$ cat src/rtl/u8u16_pkg.sv
`timescale 1ns / 1ps
`default_nettype none
// ---------------------------------------------------------------------------
// UTF-8 to UTF-16 decoder package
// Shared types and constants for the decoder front end, the point queue and
// the code unit emitter.
// ---------------------------------------------------------------------------
package u8u16_pkg;

    localparam int unsigned POINT_W = 21;
    localparam int unsigned UNIT_W  = 16;
    localparam int unsigned BYTE_W  = 8;
    localparam int unsigned MIN_W   = 17;

    localparam logic [POINT_W-1:0] PLANE1_BASE   = 21'h010000;
    localparam logic [POINT_W-1:0] POINT_LIMIT   = 21'h110000;
    localparam logic [POINT_W-1:0] SURR_LO       = 21'h00d800;
    localparam logic [POINT_W-1:0] SURR_HI       = 21'h00dfff;
    localparam logic [POINT_W-1:0] NONCHAR_LO    = 21'h00fdd0;
    localparam logic [POINT_W-1:0] NONCHAR_HI    = 21'h00fdef;

    localparam logic [MIN_W-1:0]   MIN_TWO_BYTE   = 17'h00080;
    localparam logic [MIN_W-1:0]   MIN_THREE_BYTE = 17'h00800;
    localparam logic [MIN_W-1:0]   MIN_FOUR_BYTE  = 17'h10000;

    localparam logic [5:0] HIGH_SURR_TAG = 6'b110110;
    localparam logic [5:0] LOW_SURR_TAG  = 6'b110111;

    // One finished code point handed from the front end to the queue.
    typedef struct packed {
        logic               push;
        logic [POINT_W-1:0] point;
    } t_point_push;

    // Head of the queue as seen by the emitter.
    typedef struct packed {
        logic               valid;
        logic [POINT_W-1:0] point;
    } t_point_head;

endpackage : u8u16_pkg
`default_nettype wire

$ cat src/rtl/u8u16_front.sv
`timescale 1ns / 1ps
`default_nettype none
// ---------------------------------------------------------------------------
// UTF-8 decoder front end
// Accepts one byte per cycle while the queue is not full, gathers multi-byte
// sequences and pushes each accepted code point into the point queue.
// ---------------------------------------------------------------------------
module u8u16_front (
    input  wire logic                        i_clk,
    input  wire logic                        i_rst_n,
    input  wire logic                        i_valid,
    input  wire logic [u8u16_pkg::BYTE_W-1:0] i_byte_in,
    input  wire logic                        i_full,
    output logic                             o_stall,
    output u8u16_pkg::t_point_push           o_push
);
    import u8u16_pkg::*;

    logic [1:0]         r_pending;
    logic [POINT_W-1:0] r_partial;
    logic [MIN_W-1:0]   r_min;
    logic [1:0]         n_pending;
    logic [POINT_W-1:0] n_partial;
    logic [MIN_W-1:0]   n_min;

    logic               accept;
    logic [POINT_W-1:0] joined;
    logic               rejected;
    logic               push;
    logic [POINT_W-1:0] push_point;

    assign accept  = i_valid && !i_full;
    assign o_stall = i_full;

    assign joined = {r_partial[POINT_W-7:0], i_byte_in[5:0]};

    always_comb begin
        rejected = 1'b0;
        if (joined >= POINT_LIMIT) rejected = 1'b1;
        if (joined < {{(POINT_W-MIN_W){1'b0}}, r_min}) rejected = 1'b1;
        if (joined >= SURR_LO && joined <= SURR_HI) rejected = 1'b1;
        if (joined >= NONCHAR_LO && joined <= NONCHAR_HI) rejected = 1'b1;
        if (joined[15:1] == 15'h7fff) rejected = 1'b1;
    end

    always_comb begin
        n_pending  = r_pending;
        n_partial  = r_partial;
        n_min      = r_min;
        push       = 1'b0;
        push_point = joined;
        if (r_pending != 2'd0) begin
            if (i_byte_in[7:6] != 2'b10) begin
                // Broken sequence: the byte is swallowed.
                n_pending = 2'd0;
                n_partial = '0;
                n_min     = '0;
            end else if (r_pending == 2'd1) begin
                n_pending = 2'd0;
                n_partial = '0;
                n_min     = '0;
                push      = !rejected;
            end else begin
                n_pending = r_pending - 2'd1;
                n_partial = joined;
            end
        end else begin
            if (i_byte_in[7:5] == 3'b110) begin
                n_partial = {{(POINT_W-5){1'b0}}, i_byte_in[4:0]};
                n_pending = 2'd1;
                n_min     = MIN_TWO_BYTE;
            end else if (i_byte_in[7:4] == 4'b1110) begin
                n_partial = {{(POINT_W-4){1'b0}}, i_byte_in[3:0]};
                n_pending = 2'd2;
                n_min     = MIN_THREE_BYTE;
            end else if (i_byte_in[7:3] == 5'b11110) begin
                n_partial = {{(POINT_W-3){1'b0}}, i_byte_in[2:0]};
                n_pending = 2'd3;
                n_min     = MIN_FOUR_BYTE;
            end else begin
                push       = 1'b1;
                push_point = {{(POINT_W-BYTE_W){1'b0}}, i_byte_in};
            end
        end
    end

    always_ff @(posedge i_clk) begin
        if (!i_rst_n) begin
            r_pending <= 2'd0;
            r_partial <= '0;
            r_min     <= '0;
        end else if (accept) begin
            r_pending <= n_pending;
            r_partial <= n_partial;
            r_min     <= n_min;
        end
    end

    assign o_push.push  = accept && push;
    assign o_push.point = push_point;

`ifndef ASSERT_OFF
    // An open sequence always knows its overlong bound.
    a_open_has_min: assert property (@(posedge i_clk) disable iff (!i_rst_n)
        (r_pending != 2'd0) |-> (r_min != '0))
        else $error("open sequence without minimum point");
`endif

endmodule : u8u16_front
`default_nettype wire

$ cat src/rtl/u8u16_queue.sv
`timescale 1ns / 1ps
`default_nettype none
// ---------------------------------------------------------------------------
// Code point queue
// Small FIFO of finished code points between the front end and the emitter.
// ---------------------------------------------------------------------------
module u8u16_queue #(
    parameter int unsigned DEPTH = 4
) (
    input  wire logic                   i_clk,
    input  wire logic                   i_rst_n,
    input  wire u8u16_pkg::t_point_push i_push,
    input  wire logic                   i_pop,
    output logic                        o_full,
    output u8u16_pkg::t_point_head      o_head
);
    import u8u16_pkg::*;

    localparam int unsigned PTR_W = (DEPTH > 1) ? $clog2(DEPTH) : 1;
    localparam int unsigned CNT_W = $clog2(DEPTH + 1);
    localparam logic [PTR_W-1:0] LAST_PTR = PTR_W'(DEPTH - 1);
    localparam logic [CNT_W-1:0] FULL_CNT = CNT_W'(DEPTH);

    logic [POINT_W-1:0] r_mem [DEPTH];
    logic [PTR_W-1:0]   r_wr_ptr;
    logic [PTR_W-1:0]   r_rd_ptr;
    logic [CNT_W-1:0]   r_count;
    logic [PTR_W-1:0]   n_wr_ptr;
    logic [PTR_W-1:0]   n_rd_ptr;
    logic [CNT_W-1:0]   n_count;
    logic               do_push;
    logic               do_pop;

    assign do_push = i_push.push && !o_full;
    assign do_pop  = i_pop && o_head.valid;

    assign o_full       = (r_count == FULL_CNT);
    assign o_head.valid = (r_count != '0);
    assign o_head.point = r_mem[r_rd_ptr];

    always_comb begin
        n_wr_ptr = r_wr_ptr;
        n_rd_ptr = r_rd_ptr;
        n_count  = r_count;
        if (do_push) n_wr_ptr = (r_wr_ptr == LAST_PTR) ? '0 : r_wr_ptr + 1'b1;
        if (do_pop)  n_rd_ptr = (r_rd_ptr == LAST_PTR) ? '0 : r_rd_ptr + 1'b1;
        if (do_push && !do_pop) n_count = r_count + 1'b1;
        if (do_pop && !do_push) n_count = r_count - 1'b1;
    end

    always_ff @(posedge i_clk) begin
        if (do_push) begin
            r_mem[r_wr_ptr] <= i_push.point;
        end
    end

    always_ff @(posedge i_clk) begin
        if (!i_rst_n) begin
            r_wr_ptr <= '0;
            r_rd_ptr <= '0;
            r_count  <= '0;
        end else begin
            r_wr_ptr <= n_wr_ptr;
            r_rd_ptr <= n_rd_ptr;
            r_count  <= n_count;
        end
    end

`ifndef ASSERT_OFF
    // The front end never pushes into a full queue, so nothing is lost.
    a_no_push_full: assert property (@(posedge i_clk) disable iff (!i_rst_n)
        o_full |-> !i_push.push)
        else $error("push into full queue");

    // Occupancy tracks the pointers.
    a_count_bound: assert property (@(posedge i_clk) disable iff (!i_rst_n)
        (r_count <= FULL_CNT)
        && ((r_count == '0 || r_count == FULL_CNT) == (r_wr_ptr == r_rd_ptr)))
        else $error("queue count and pointers disagree");
`endif

endmodule : u8u16_queue
`default_nettype wire

$ cat src/rtl/u8u16_back.sv
`timescale 1ns / 1ps
`default_nettype none
// ---------------------------------------------------------------------------
// UTF-16 code unit emitter
// Pops code points from the queue and drives the output register, splitting
// supplementary points into a surrogate pair, high half first.
// ---------------------------------------------------------------------------
module u8u16_back (
    input  wire logic                        i_clk,
    input  wire logic                        i_rst_n,
    input  wire u8u16_pkg::t_point_head      i_head,
    output logic                             o_pop,
    input  wire logic                        i_stall,
    output logic                             o_valid,
    output logic [u8u16_pkg::UNIT_W-1:0]     o_code_unit,
    output logic                             o_last
);
    import u8u16_pkg::*;

    logic              r_valid;
    logic [UNIT_W-1:0] r_unit;
    logic              r_last;
    logic              r_low_pend;
    logic [UNIT_W-1:0] r_low_unit;

    logic               slot_free;
    logic               is_pair;
    logic [POINT_W-1:0] offset;

    assign slot_free = !r_valid || !i_stall;
    assign is_pair   = (i_head.point >= PLANE1_BASE);
    assign offset    = i_head.point - PLANE1_BASE;
    assign o_pop     = slot_free && !r_low_pend && i_head.valid;

    always_ff @(posedge i_clk) begin
        if (!i_rst_n) begin
            r_valid    <= 1'b0;
            r_low_pend <= 1'b0;
        end else if (slot_free) begin
            if (r_low_pend) begin
                r_valid    <= 1'b1;
                r_unit     <= r_low_unit;
                r_last     <= 1'b1;
                r_low_pend <= 1'b0;
            end else if (i_head.valid) begin
                r_valid <= 1'b1;
                if (is_pair) begin
                    r_unit     <= {HIGH_SURR_TAG, offset[19:10]};
                    r_last     <= 1'b0;
                    r_low_unit <= {LOW_SURR_TAG, offset[9:0]};
                    r_low_pend <= 1'b1;
                end else begin
                    r_unit <= i_head.point[UNIT_W-1:0];
                    r_last <= 1'b1;
                end
            end else begin
                r_valid <= 1'b0;
            end
        end
    end

    assign o_valid     = r_valid;
    assign o_code_unit = r_unit;
    assign o_last      = r_last;

`ifndef ASSERT_OFF
    // While the low half waits, the output shows the high half of its pair.
    a_high_first: assert property (@(posedge i_clk) disable iff (!i_rst_n)
        r_low_pend |-> (r_valid && !r_last && r_unit[15:10] == HIGH_SURR_TAG))
        else $error("low surrogate pending without high surrogate shown");
`endif

endmodule : u8u16_back
`default_nettype wire

$ cat src/rtl/utf8_to_utf16_decoder.sv
`timescale 1ns / 1ps
`default_nettype none
// ---------------------------------------------------------------------------
// UTF-8 to UTF-16 decoder
// Converts a byte stream of UTF-8 into UTF-16 code units.
// ---------------------------------------------------------------------------
// The decoder accepts one UTF-8 byte per cycle while the queue has room and
// delivers UTF-16 code units with o_last set on the final unit caused by
// each byte. A front end gathers multi-byte sequences and checks the
// finished code point; points that are overlong, surrogates, beyond
// 0x10FFFF or noncharacters are dropped, as are bytes that break an open
// sequence, while stray bytes outside a sequence pass through as code units
// of the same value. Finished points go through a small queue (QUEUE_DEPTH
// entries) to an emitter that owns the output register. A byte enters every
// cycle as long as the queue has room; a BMP point leaves as one code unit
// and a supplementary point as the two units of its surrogate pair. Every
// supplementary point needs four bytes, so with a ready receiver the output
// port keeps up and the sustained rate is one byte per cycle; only receiver
// stalls can fill the queue. The completing byte is written into the queue,
// and its first code unit then goes into the emitter's output register.
// o_stall rises only while the queue is full.
// ---------------------------------------------------------------------------
module utf8_to_utf16_decoder #(
    parameter int unsigned QUEUE_DEPTH = 4
) (
    input  wire logic                         i_clk,
    input  wire logic                         i_rst_n,
    input  wire logic                         i_valid,
    output logic                              o_stall,
    input  wire logic [u8u16_pkg::BYTE_W-1:0] i_byte_in,
    output logic                              o_valid,
    input  wire logic                         i_stall,
    output logic [u8u16_pkg::UNIT_W-1:0]      o_code_unit,
    output logic                              o_last
);
    import u8u16_pkg::*;

    t_point_push front_push;
    t_point_head queue_head;
    logic        queue_full;
    logic        back_pop;

    // Sequence assembly and code point checks.
    u8u16_front u_front (
        .i_clk     (i_clk),
        .i_rst_n   (i_rst_n),
        .i_valid   (i_valid),
        .i_byte_in (i_byte_in),
        .i_full    (queue_full),
        .o_stall   (o_stall),
        .o_push    (front_push)
    );

    // Decouples byte intake from surrogate pair expansion.
    u8u16_queue #(
        .DEPTH (QUEUE_DEPTH)
    ) u_queue (
        .i_clk   (i_clk),
        .i_rst_n (i_rst_n),
        .i_push  (front_push),
        .i_pop   (back_pop),
        .o_full  (queue_full),
        .o_head  (queue_head)
    );

    // Output register and surrogate pair split.
    u8u16_back u_back (
        .i_clk       (i_clk),
        .i_rst_n     (i_rst_n),
        .i_head      (queue_head),
        .o_pop       (back_pop),
        .i_stall     (i_stall),
        .o_valid     (o_valid),
        .o_code_unit (o_code_unit),
        .o_last      (o_last)
    );

endmodule : utf8_to_utf16_decoder
`default_nettype wire

$ cat config.mk
export PLATFORM = sky130hd
export DESIGN_NAME = utf8_to_utf16_decoder
export DESIGN_NICKNAME = d
export VERILOG_FILES = /design/src/rtl/u8u16_pkg.sv /design/src/rtl/u8u16_front.sv /design/src/rtl/u8u16_queue.sv /design/src/rtl/u8u16_back.sv /design/src/rtl/utf8_to_utf16_decoder.sv
export SDC_FILE = /design/constraint.sdc
export NUM_CORES = 1
export LEC_CHECK = 0
export ABC_AREA = 1
export BUFFER_PORTS_ARGS = -buffer_cell sky130_fd_sc_hd__clkbuf_2
export CORE_UTILIZATION = 50
export CTS_BUF_LIST = sky130_fd_sc_hd__clkbuf_8 sky130_fd_sc_hd__clkbuf_16
export DETAILED_ROUTE_END_ITERATION = 8
export GPL_ROUTABILITY_DRIVEN = 0
export MAX_ROUTING_LAYER = met4
export PLACE_DENSITY = 0.74
export SKIP_CTS_REPAIR_TIMING = 1
export SLEW_MARGIN = 10
export SYNTH_ARGS = -nofsm -noshare
export SYNTH_HDL_FRONTEND = slang
export SYNTH_SLANG_ARGS = --single-unit
$ cat constraint.sdc
create_clock -name i_clk -period 3.5 [get_ports i_clk]
set_input_delay 0.7 -clock i_clk [delete_from_list [all_inputs] [get_ports i_clk]]
set_output_delay 0.7 -clock i_clk [all_outputs]
set_load 0.05 [all_outputs]
== Word level (Yosys, flattened, before mapping) ==
Memories as Yosys holds them, arrays and structs flattened. A register that Yosys moved wholly into a read port is not among the register bits.
Index checks and enable logic that the tools add are counted.
Storage, ports and cells
  bits in registers: 70
  bits in writable memories: 84
  input bits: 12
  output and inout bits: 19
  word-level logic and storage cells: 115
  memories kept: 1
Memory list
  u_queue.r_mem: words 4, bits a word 21, read ports 1, clocked after memory_dff 1, wr ports 1, RTL line u8u16_queue.sv:24  | logic [POINT_W-1:0] r_mem [DEPTH];
Operators by class
  add/subtract/negate cells: 6
  magnitude comparators: 7
  equality and inequality tests: 10
  multiplexer cells: 51
  bitwise logic cells: 1
  reduce and logical (&&, ||, !) cells: 27
Operators with widths (number)
  $mux 17: 6
  $mux 15: 6
  $mux 21: 4
  $ge 21x16->1 const B: 2
  $le 21x16->1 const B: 2
  $mux 16: 2
  $ge 21x17->1 const B: 1
  $ge 21x21->1 const B: 1
  $lt 21x17->1: 1
  $mux 1: 20
  $mux 2: 10
  $sub 20x17->20 const B: 1
  $eq 15x15->1 const B: 1
  $logic_and 1x1->1: 10
  $mux 10: 1
  $logic_not 1->1: 7
  $eq 3x3->1 const B: 2
  $mux 3: 2
  $reduce_and 3->1: 2
  $reduce_bool 2->1: 3
  $eq 5x5->1 const B: 1
  $reduce_and 5->1: 1
  $add 2x1->2 const B: 2
  $eq 2x2->1 const B: 2
  other kinds (12): 12

== Longest topological paths before layout ==
Gate-level depths: netlist of run 1.
  depth in word-level cells: 15
  mapped depth: 20
  gate-level depth less buffers: 20

== Hierarchy ==
From an unflattened synthesis of run 1, not the netlist that was laid out.
Unflattened totals
  cells, all modules: 617
  area, all modules: 6507.5 sq um
By module, submodules not included
  u8u16_queue: instances 1, cells each 274, area each 3674.8 sq um, seq. area each 2702.6 sq um
  u8u16_front: instances 1, cells each 215, area each 1472.7 sq um, seq. area each 400.4 sq um
  u8u16_back: instances 1, cells each 128, area each 1360.1 sq um, seq. area each 850.8 sq um

== Worst setup path after synthesis of run 1 ==
No wires, ideal clock.
  path kind: input to register
  start: in i_byte_in[7] (netlist name)
  end: mem u_queue.r_mem[3][0] (enable)
  library setup time: 0.399 ns
  arrival: 2.526 ns
  required time: 3.101 ns
  setup slack: 0.575 ns
  stages on the path: 9
  buffers on the path: 0
  path through: nand2_1 nor2_1 inv_1 nand2_1 nor3_4 inv_1 nand2_1 nand2_2 nor2_1
Between the ends
  cells in the longest elaborated chain, start to end: 9
  elaborated cells on any way between the ends: 13
  those cells by class: 4 x eq/ne; 7 x mux; 2 x reduce/logical
RTL lines
  start: declaration: RTL line utf8_to_utf16_decoder.sv:30  | input wire logic [u8u16_pkg::BYTE_W-1:0] i_byte_in,
  $eq 5x5->1: RTL line u8u16_front.sv:76  | end else if (i_byte_in[7:3] == 5'b11110) begin
  $mux 1: RTL line u8u16_front.sv:76
  $mux 1: RTL line u8u16_front.sv:72  | end else if (i_byte_in[7:4] == 4'b1110) begin
  $mux 1: RTL line u8u16_front.sv:68  | if (i_byte_in[7:5] == 3'b110) begin
  $mux 1 (*): RTL line u8u16_front.sv:52  | if (r_pending != 2'd0) begin
  $logic_and 1x1->1 (*): RTL line u8u16_front.sv:99  | assign o_push.push = accept && push;
  $logic_and 1x1->1 (*): RTL line u8u16_queue.sv:34  | assign do_push = i_push.push && !o_full;
  $mux 1 (*): RTL line u8u16_queue.sv:52  | if (do_push) begin
  $mux 1 (not written as such) (*): RTL line u8u16_queue.sv:53  | r_mem[r_wr_ptr] <= i_push.point;
  end: declaration: RTL line u8u16_queue.sv:24
Mark *: on every way between the ends. The rest lies on a longest branch, timed or not.

== Final worst setup path of run 1 ==
  start: reg u_front.r_min[16]
  end: reg u_queue.r_count[2]
Between the ends
  cells in the longest elaborated chain, start to end: 14
  elaborated cells on any way between the ends: 16
  those cells by class: 1 x order compare; 8 x mux; 7 x reduce/logical
RTL lines
  start: declaration: RTL line u8u16_front.sv:21  | logic [MIN_W-1:0] r_min;
  start signal: assignment: RTL line u8u16_front.sv:95  | r_min <= n_min;
  $lt 21x17->1 (*): RTL line u8u16_front.sv:40  | if (joined < {{(POINT_W-MIN_W){1'b0}}, r_min}) rejected = 1'b1;
  $mux 1 (*): RTL line u8u16_front.sv:40
  $mux 1 (*): RTL line u8u16_front.sv:41  | if (joined >= SURR_LO && joined <= SURR_HI) rejected = 1'b1;
  $mux 1 (*): RTL line u8u16_front.sv:42  | if (joined >= NONCHAR_LO && joined <= NONCHAR_HI) rejected = 1'b1;
  $mux 1 (*): RTL line u8u16_front.sv:43  | if (joined[15:1] == 15'h7fff) rejected = 1'b1;
  $logic_not 1->1 (*): RTL line u8u16_front.sv:62  | push = !rejected;
  $mux 1 (*): RTL line u8u16_front.sv:58  | end else if (r_pending == 2'd1) begin
  $mux 1 (*): RTL line u8u16_front.sv:53  | if (i_byte_in[7:6] != 2'b10) begin
  $mux 1 (*): RTL line u8u16_front.sv:52
  $logic_and 1x1->1 (*): RTL line u8u16_front.sv:99
  $logic_and 1x1->1 (*): RTL line u8u16_queue.sv:34
  $logic_not 1->1: RTL line u8u16_queue.sv:48  | if (do_pop && !do_push) n_count = r_count - 1'b1;
  $logic_and 1x1->1: RTL line u8u16_queue.sv:48
  $mux 3 or $reduce_bool 2->1 (tied branches)
  end signal: assignment: RTL line u8u16_queue.sv:65  | r_count <= n_count;
  end: declaration: RTL line u8u16_queue.sv:27  | logic [CNT_W-1:0] r_count;
Marks and branches as above.
A chain may end at the register's enable or synchronous reset.

==> reports/qor.yml, run 1 <==
grt_pass1_wl_mm: 22.1
hp-start: "u_queue.r_count[0]"
reg2reg_slack_ps: 750
period_share_pct: 78.7
cellLeakagePower_nw: 2.85
seq_area_frac_synth_pct: 62.0
fillers: 1015
antenna_found_initial: 0
wl_per_cell_um: 15.4
worstPathCellList: "inv_1, ha_1, a21oi_1, o21ai_0, nor2_1, nand2_1, nand2_1, nor2_1, nand2_1, nand2_1, nand2_2, ha_1, inv_1, fa_1, a21oi_1, o21ai_0, o21ai_0, a21oi_1"
numClockSinks: 142
p_clk_share_pct: 31.7
cts.path.max_buffers: 2
p_per_area_nw_per_um2: 883
cts.clk_slew.worst_paths_ps: 60
worst-path-max-fanout: 9
synth_edf_count: 111
synth_fp_nets: 672
dr.pass1.iters: 5
power.total_w: 0.00648
fmax_mhz: 363
utilization_pct: 60.1
htreeDepth: 4
cpMostUsedCell: "nand2_1"
end_kind: "flip-flop"
crit_path_max_incr_delay_ps: 400
p_switching_w: 0.00230
drtIter0Drc: 380
drv_cap: 0
synth-seq-cells: 142
ys_warn_count: 0
max_slew_margin_pct: 48.6
cts_buffers: 17
detail_route.vias_per_cell: 5.35
power.internal_w: 0.00417
outcome: "finished, final reports clean"
rows: 40
die_h_um: 115
r2r_start: "u_front.r_min[16]"
clock-skew-final_ps: 9.18
critPathArrivalTime_ps: 3060
synth.area.top_cells: "edfxtp_1 (52%), nand2_1 (11%), dfxtp_1 (9.7%)"
seqPwrFrac_pct: 36.3
syn_avg_cell_area_um2: 9.85
die-width_um: 115
io_buffers: 30
worst_setup_path_start_kind: "flip-flop"
r2r-end: "u_queue.r_count[2]"
core-area_um2: 12200
yosysTopAreaCell: "edfxtp_1"
min_to: "u_queue.r_count[0]"
comb_power_share_pct: 32.0
vias: 4630
r2r_cells: 18
netlist_area_um2: 6370
cp.required_ps: 3810
insertion_delay_ps: 420
start_util_pct: 52.2
syn_inst: 647
drv_slew: 0
ir_worst_vdd_uv: 421
grt_overflow: 0
holdPathStages: 1
layout-drive-gt1-share_pct: 12.8
yosys.area.top_type_share_pct: 52.3
crit_type: "reg2reg"
grtUsageTotal_pct: 23.2
synth.most_common_cell: "nand2_1"
rsz0062_at_grt: "false"
setup_viol: 0
cts_root_buf: "clkbuf_16"
fin_tns_setup_ps: 0
synth.top_cells.by_count: "nand2_1 (184), edfxtp_1 (111), nor2_1 (62)"
netSwitchingFraction_pct: 35.6
slowest_stage: "dfxtp_1"
antenna_left: 0
drc: 0
min_period_ps: 2750
area_growth_pct: 15.1
tritoncts: "yes"
nNetsFinal: 709
dp_hpwl_mm: 8.93
hold_class: "reg2reg"
ys_async_sr_fraction_pct: 0
diodes: 0
tightest_slew_ps: 768
synthFlopType: "edfxtp_1"
drt-total-wl_mm: 13.3
regArea_um2: 3950
multiInputGateArea_um2: 2020
grt_pass1_vias: 4437
grt_max_degree: 45
io_pins: 31
yosysUniqueCellTypes: 40
hold_violations: 0
dieArea_um2: 13200
[power by group through the flow]
stage,logic [W],clock network [W],registers (W)
finish,0.00207,0.00205,0.00235
global route,0.00233,0.00214,0.00238
CTS,0.00208,0.00208,0.00235
detailed placement,0.00207,0,0.00238
global placement,0.00202,0,0.00238
floorplan,0.00139,0,0.00260
[through the flow]
stage	instances	setup WS (ps)	area (µm²)	hold WS [ps]
2_1_floorplan	647	575	6370	432
3_3_place_gp	833	655	6650	452
3_5_place_dp	833	533	6650	460
4_1_cts	865	767	7330	475
5_1_grt	865	432	7330	501
6_report	865	745	7330	476
[worst max-delay path: cells and delay by family, from the launching register on]
family / cells / cell delay (ps)
fa+ha+maj: 3 / 880
buf+inv: 2 / 140
flops: 1 / 400
compound gates: 6 / 700
simple gates: 7 / 520
[logic make-up after synthesis]
group	share of synthesized area, %
AND/OR/NAND/NOR	23.3
adder cells (fa/ha/maj)	2.67
buffers and inverters	6.32
flip-flops	62.0
AO/OA/AOI/OAI	5.40
XOR/XNOR	0.275
[per-layer routing]
layer	GRT usage [%]	vias up	share of wire (%)
met5	-	-	0
met3	5.17	30	5.1
li1	-	2255	-
met2	37.6	158	49
met1	27.5	2187	43
met4	11.1	0	2.6
[sequential cells by signal, indices dropped and copies added (netlist names), named ones only]
signal              flops
u_queue.r_mem          84
u_back.o_code_unit     16
u_front.r_partial      15
u_back.r_low_unit      10
u_front.r_min           3
u_queue.r_count         3
u_front.r_pending       2
u_queue.r_rd_ptr        2
u_queue.r_wr_ptr        2
u_back.o_last           1
u_back.o_valid          1
u_back.r_low_pend       1
[cell usage in the layout, fill, tap and decap left out, drive strengths merged, types with 12 or more instances in the layout]
cell type,n
nand2,189
edfxtp,111
inv,67
nor2,66
nand3,60
clkbuf,50
dfxtp,31
a21oi,27
o21ai,23
nand4,13
ha,12
[layout make-up]
cell class                      count  area share (%)
Clock buffer                       20            6.36
Clock inverter                     12            2.93
Sequential cell                   142            53.9
Multi-Input combinational cell    418            27.5
Timing Repair Buffer               39            2.97
Tap cell                          168            2.87
Inverter                           66            3.45
[worst max-delay path by stage]
| stage | startpoint | to | slack [ps] | cells past startpoint |
|---|---|---|---|---|
| final | u_front.r_min[16] | u_queue.r_count[2] | 750 | 18 |
| after global routing | u_front.r_min[16] | u_queue.r_count[2] | 430 | 18 |
| after CTS | u_front.r_min[16] | u_queue.r_count[2] | 770 | 18 |
| after detailed placement | i_byte_in[5] | u_queue.r_count[2] | 530 | 18 |
| after global placement | i_byte_in[5] | u_queue.r_count[2] | 650 | 18 |
| after floorplan | i_byte_in[7] | u_queue.r_mem[3][0] | 580 | 9 |
Note: power is estimated with default switching activity, not from simulation.
==> inputs of run 2 (changes only) <==
==> constraint.sdc (replaced) <==
create_clock -name i_clk -period 2.6 [get_ports i_clk]
set_input_delay 0.52 -clock i_clk [delete_from_list [all_inputs] [get_ports i_clk]]
set_output_delay 0.52 -clock i_clk [all_outputs]
set_load 0.05 [all_outputs]
==> run 2 against run 1 <==
Fmax up 12%. Largest cell class unchanged. Sequential share of layout area shrank 1.2 points. First-iteration DRC count rose by 17%. Sequential cell count is the same. Total power is 34% higher. Die area unchanged. Cell count grew 1.7%. Clock skew down 1.9 ps. Routed wire length rose by 4.0%.
==> reports/qor.yml, run 2 (same netlist as run 1, synthesis figures left out) <==
cp.required_ps: 2900
die_h_um: 115
dieArea_um2: 13200
setup_viol: 0
r2r_start: "u_front.r_partial[5]"
die-width_um: 115
numClockSinks: 142
hold_ws_ps: 408
critPathArrivalTime_ps: 2770
drc: 0
seqPwrFrac_pct: 35.8
startpoint: "u_front.r_partial[5]"
comb_power_share_pct: 35.2
end_kind: "flip-flop"
worstPathCellList: "ha_4, or2_4, nor2_1, nand2_1, nand2_1, nand2_1, nand2_1, nor2_1, nand2_1, nand2_1, nand2_2, ha_4, inv_2, fa_2, a21oi_2, o21ai_2, o21ai_1, a21oi_1"
slowest_stage: "fa_2"
final_cell_mix: "nand2_1 (183), edfxtp_1 (111), nand3_1 (59)"
dr.pass1.iters: 6
grt_overflow: 0
netSwitchingFraction_pct: 37.1
max_slew_margin_pct: 61.1
core-area_um2: 12200
drv_slew: 0
outcome: "finished, final reports clean"
place_inst: 847
layout-drive-gt1-share_pct: 17.6
worst-path-max-fanout: 4
power.internal_w: 0.00547
p_per_area_nw_per_um2: 1160
period_share_pct: 94.9
rows: 40
antenna_found_initial: 0
hp-start: "i_stall"
hold_violations: 0
grtUsageTotal_pct: 23.8
p_clk_share_pct: 29.0
wl_per_cell_um: 15.8
crit_path_max_incr_delay_ps: 410
cts_buffers: 17
drv_cap: 0
cellLeakagePower_nw: 2.90
nNetsFinal: 724
detail_route.vias_per_cell: 5.39
grt_pass1_wl_mm: 22.6
htreeDepth: 4
area_growth_pct: 18.0
ir_worst_vdd_uv: 405
grt_max_degree: 41
crit_type: "reg2reg"
fmax_mhz: 405
grt_pass1_vias: 4546
start_util_pct: 52.2
worst_setup_path_start_kind: "flip-flop"
regArea_um2: 3970
tritoncts: "yes"
fillers: 1006
fin_cells: 880
vias: 4740
min_period_ps: 2470
largest_reg_flops: 84
cts_root_buf: "clkbuf_16"
io_pins: 31
cts.path.max_buffers: 2
p_switching_w: 0.00323
dp_hpwl_mm: 9.33
cts.clk_slew.worst_paths_ps: 60
drtIter0Drc: 446
power.total_w: 0.00870
diodes: 0
multiInputGateArea_um2: 2090
rsz0062_at_grt: "true"
clock-skew-final_ps: 7.24
hold_class: "in2reg"
insertion_delay_ps: 420
cpMostUsedCell: "nand2_1"
final_common_cell: "nand2_1"
antenna_left: 0
tightest_slew_ps: 583
io_buffers: 30
top_register: "u_queue.r_mem"
drt-total-wl_mm: 13.9
-- run 2: changes by cell type in the layout (fill, tap and decap cells not counted), moves of 3 or more --
cell,before,now
buf_12,0,4
buf_4,9,20
clkbuf_8,3,0
dfxtp_1,31,26
dfxtp_2,0,3
ha_1,12,9
ha_4,0,3
inv_1,63,58
inv_2,2,5
nor2_1,62,58
nor2_2,1,5
o21ai_0,21,18
-- run 2: worst paths after layout --
path                                           end  slack [ps]  cells after the start
worst max register to register  u_queue.r_count[2]         130                     18
worst min-delay path             u_back.r_low_pend         410                      3
worst min register to register   u_front.r_min[16]         460                      2
worst max-delay path            u_queue.r_count[2]         130                     18
-- run 2: power by group through the flow --
stage	logic (W)	registers [W]	clock network, W
2_1_floorplan	0.00187	0.00349	0
3_3_place_gp	0.00288	0.00315	0
3_5_place_dp	0.00296	0.00316	0
4_1_cts	0.00298	0.00312	0.00255
5_1_grt	0.00341	0.00315	0.00264
6_report	0.00306	0.00312	0.00252
-- run 2: per-layer routing --
metal  share of wire (%)  track usage, %  vias up
li1                    -               -     2286
met5                   0               -        -
met3                 7.8            6.59       32
met2                  50            38.6      211
met4                 1.9            9.78        0
met1                  40            28.1     2211
-- run 2: worst max-delay path: cells and delay by family (launching register included) --
family,cells,cell delay (ps)
simple gates,10,790
fa+ha+maj,3,690
compound gates,4,430
flops,1,370
buf+inv,1,50
-- run 2: area by class of cell --
class | instances | area share (%)
Clock inverter | 15 | 2.58
Clock buffer | 17 | 5.66
Inverter | 66 | 3.41
Multi-Input combinational cell | 418 | 27.8
Timing Repair Buffer | 54 | 5.06
Sequential cell | 142 | 52.7
Tap cell | 168 | 2.80
-- run 2: per-stage QoR --
stage | setup TNS [ps] | utilization, % | cell area [µm²] | setup WS (ps)
after floorplan | -12170 | - | 6370 | -145
after global placement | 0 | 55.7 | 6810 | 77.8
after detailed placement | -83.3 | 55.7 | 6810 | -83.3
after CTS | -63.3 | 60.8 | 7430 | -63.3
after global routing | -11.3 | 61.6 | 7520 | -11.3
final | 0 | 61.6 | 7520 | 132
==> inputs of run 3 (changes only) <==
--- a/config.mk
+++ b/config.mk
@@ -5,7 +5,7 @@
 export SDC_FILE = /design/constraint.sdc
 export NUM_CORES = 1
 export LEC_CHECK = 0
-export ABC_AREA = 1
+export ABC_AREA = 0
 export BUFFER_PORTS_ARGS = -buffer_cell sky130_fd_sc_hd__clkbuf_2
 export CORE_UTILIZATION = 50
 export CTS_BUF_LIST = sky130_fd_sc_hd__clkbuf_8 sky130_fd_sc_hd__clkbuf_16
==> run 3 against run 2 <==
The run now ends with setup timing left. Combinational power decreased by 16%. First-iteration DRC count decreased by 33%. Clock power decreased by 12%. Sequential share of layout area increased by 0.82 points. Sequential power decreased by 4%. Fmax decreased by 13%. Critical path depth decreased by 7. Largest cell class unchanged. Largest power group unchanged.
==> reports/qor.yml, run 3 <==
r2r-end: "u_queue.r_count[2]"
dr.pass1.iters: 5
start_util_pct: 51.6
syn_inst: 405
regArea_um2: 3960
synth-seq-cells: 142
max_slew_margin_pct: 75.5
cp.required_ps: 2950
hold_violations: 0
fin_area_um2: 7400
io_buffers: 30
crit_type: "reg2reg"
tightest_slew_ps: 368
synth.area.top_cells: "edfxtp_1 (56%), dfxtp_1 (10%), mux4_2 (4.6%)"
yosysUniqueCellTypes: 47
antenna_found_initial: 0
rsz0062_at_grt: "true"
outcome: "complete, but fails checks"
grt_pass1_vias: 3872
critPathCapture: "u_queue.r_count[2]"
p_per_area_nw_per_um2: 1050
rows: 39
place_inst: 632
grt_pass1_wl_mm: 19.5
synth_edf_count: 111
largest_reg_flops: 84
syn_avg_cell_area_um2: 14.6
top_register: "u_queue.r_mem"
drtIter0Drc: 298
synthFlopType: "edfxtp_1"
end_kind: "flip-flop"
nNetsFinal: 538
cellLeakagePower_nw: 2.77
slowest_stage: "or4_4"
tritoncts: "yes"
netlist_area_um2: 5910
cts.path.max_buffers: 2
detail_route.vias_per_cell: 5.71
post-place-ws_ps: -271
layout-drive-gt1-share_pct: 32.1
cts_root_buf: "clkbuf_16"
crit_path_max_incr_delay_ps: 530
io_pins: 31
diodes: 0
yosysTopAreaCell: "edfxtp_1"
hold_ws_ps: 395
multiInputGateArea_um2: 1870
synth_fp_nets: 430
drt-total-wl_mm: 12.5
dieArea_um2: 12300
fillers: 816
seq_area_frac_synth_pct: 66.9
antenna_left: 0
fmax_mhz: 351
hold_class: "in2reg"
fin_cells: 669
worstPathCellList: "or4_4, o31a_1, o311ai_2, nand2_1, inv_1, ha_2, inv_2, fa_2, xor2_1, or3_1, a21oi_1"
insertion_delay_ps: 420
dp_hpwl_mm: 8.41
fin_ws_ps: -252
r2r_cells: 11
yosys.area.top_type_share_pct: 56.4
final_cell_mix: "edfxtp_1 (111), buf_4 (68), clkbuf_2 (30)"
period_share_pct: 110
drv_cap: 0
final_common_cell: "edfxtp_1"
wl_per_cell_um: 18.7
synth.most_common_cell: "edfxtp_1"
setup_viol: 2
ys_async_sr_fraction_pct: 0
die-width_um: 111
drv_slew: 0
violations: "setup timing"
min_period_ps: 2850
htreeDepth: 4
drc: 0
cts.clk_slew.worst_paths_ps: 50
grt_max_degree: 27
worst_setup_path_start_kind: "flip-flop"
cts_buffers: 17
ys_warn_count: 0
numClockSinks: 142
area_growth_pct: 25.1
synth.top_cells.by_count: "edfxtp_1 (111), dfxtp_1 (31), nand2_1 (27)"
die_h_um: 111
startpoint: "u_front.r_partial[6]"
reg2reg_slack_ps: -250
ir_worst_vdd_uv: 823
r2r_start: "u_front.r_partial[6]"
vias: 3817
critPathArrivalTime_ps: 3200
worst-path-max-fanout: 4
core-area_um2: 11500
grt_overflow: 0
post_dp_cell_area_um2: 6730
grtUsageTotal_pct: 21.8
clock-skew-final_ps: 7.52
-- run 3: layer usage --
metal | routed length, µm | part of all wire, % | track usage (%) | up-vias
met5 | 0 | 0 | - | -
met4 | 367 | 2.9 | 10.8 | 0
met3 | 714 | 5.7 | 5.90 | 28
met2 | 6300 | 50 | 34.9 | 135
met1 | 5120 | 41 | 25.7 | 1889
li1 | - | - | - | 1765
-- run 3: per-stage QoR --
step                setup TNS [ps]  power [W]  util [%]
floorplan                     -519    0.00458         -
global placement             -1620    0.00536      58.7
detailed placement           -2410    0.00543      58.7
CTS                          -2760    0.00768      63.5
global route                  -794    0.00818      64.5
finish                        -339    0.00780      64.5
-- run 3: logic make-up (layout without fill, tap and decap cells) --
group                      Yosys count  after routing  synth area share [%]
DFF                                142            142                  66.9
muxes                               29             29                  9.92
adders and majority gates           13             13                  2.88
xor gates and xnor gates             5              5                 0.741
buffers and inverters               37            157                  2.75
AOI/OAI and AO/OA                   62             62                  6.62
and+or+nand+nor                    117            118                  10.2
-- run 3: worst min path at each step --
stage	slack, ps	start	cells past startpoint	end
floorplan	430	u_front.r_min[11]	2	u_front.r_min[11]
global placement	450	u_front.r_min[11]	2	u_front.r_min[11]
detailed placement	450	u_front.r_min[11]	2	u_front.r_min[11]
CTS	380	i_stall	2	u_back.r_low_pend
global route	400	i_byte_in[0]	1	u_queue.r_mem[0][0]
finish	390	i_stall	2	u_back.r_low_pend
-- run 3: layout make-up --
class                   count  area share [%]
clock buffers              17            5.75
clock inverters            15            1.64
inverters                  21            1.07
multi-input cells         227            25.3
flip-flops and latches    142            53.6
well taps                 143            2.42
repair buffers            104            10.2
-- run 3: power breakdown --
part           internal (W)  switching (W)  leakage (nW)
logic               0.00108        0.00148          1.21
clock network       0.00137       0.000856         0.287
registers           0.00289       0.000123          1.27
total               0.00534        0.00246          2.77
-- run 3: worst max-delay path: cells and delay by family, from the launching register on --
| family | cells | cell delay [ps] |
|---|---|---|
| xor gates and xnor gates | 1 | 160 |
| adders and majority gates | 2 | 500 |
| buffers and inverters | 2 | 120 |
| and+or+nand+nor | 3 | 990 |
| AOI/OAI and AO/OA | 3 | 700 |
| DFF | 1 | 320 |
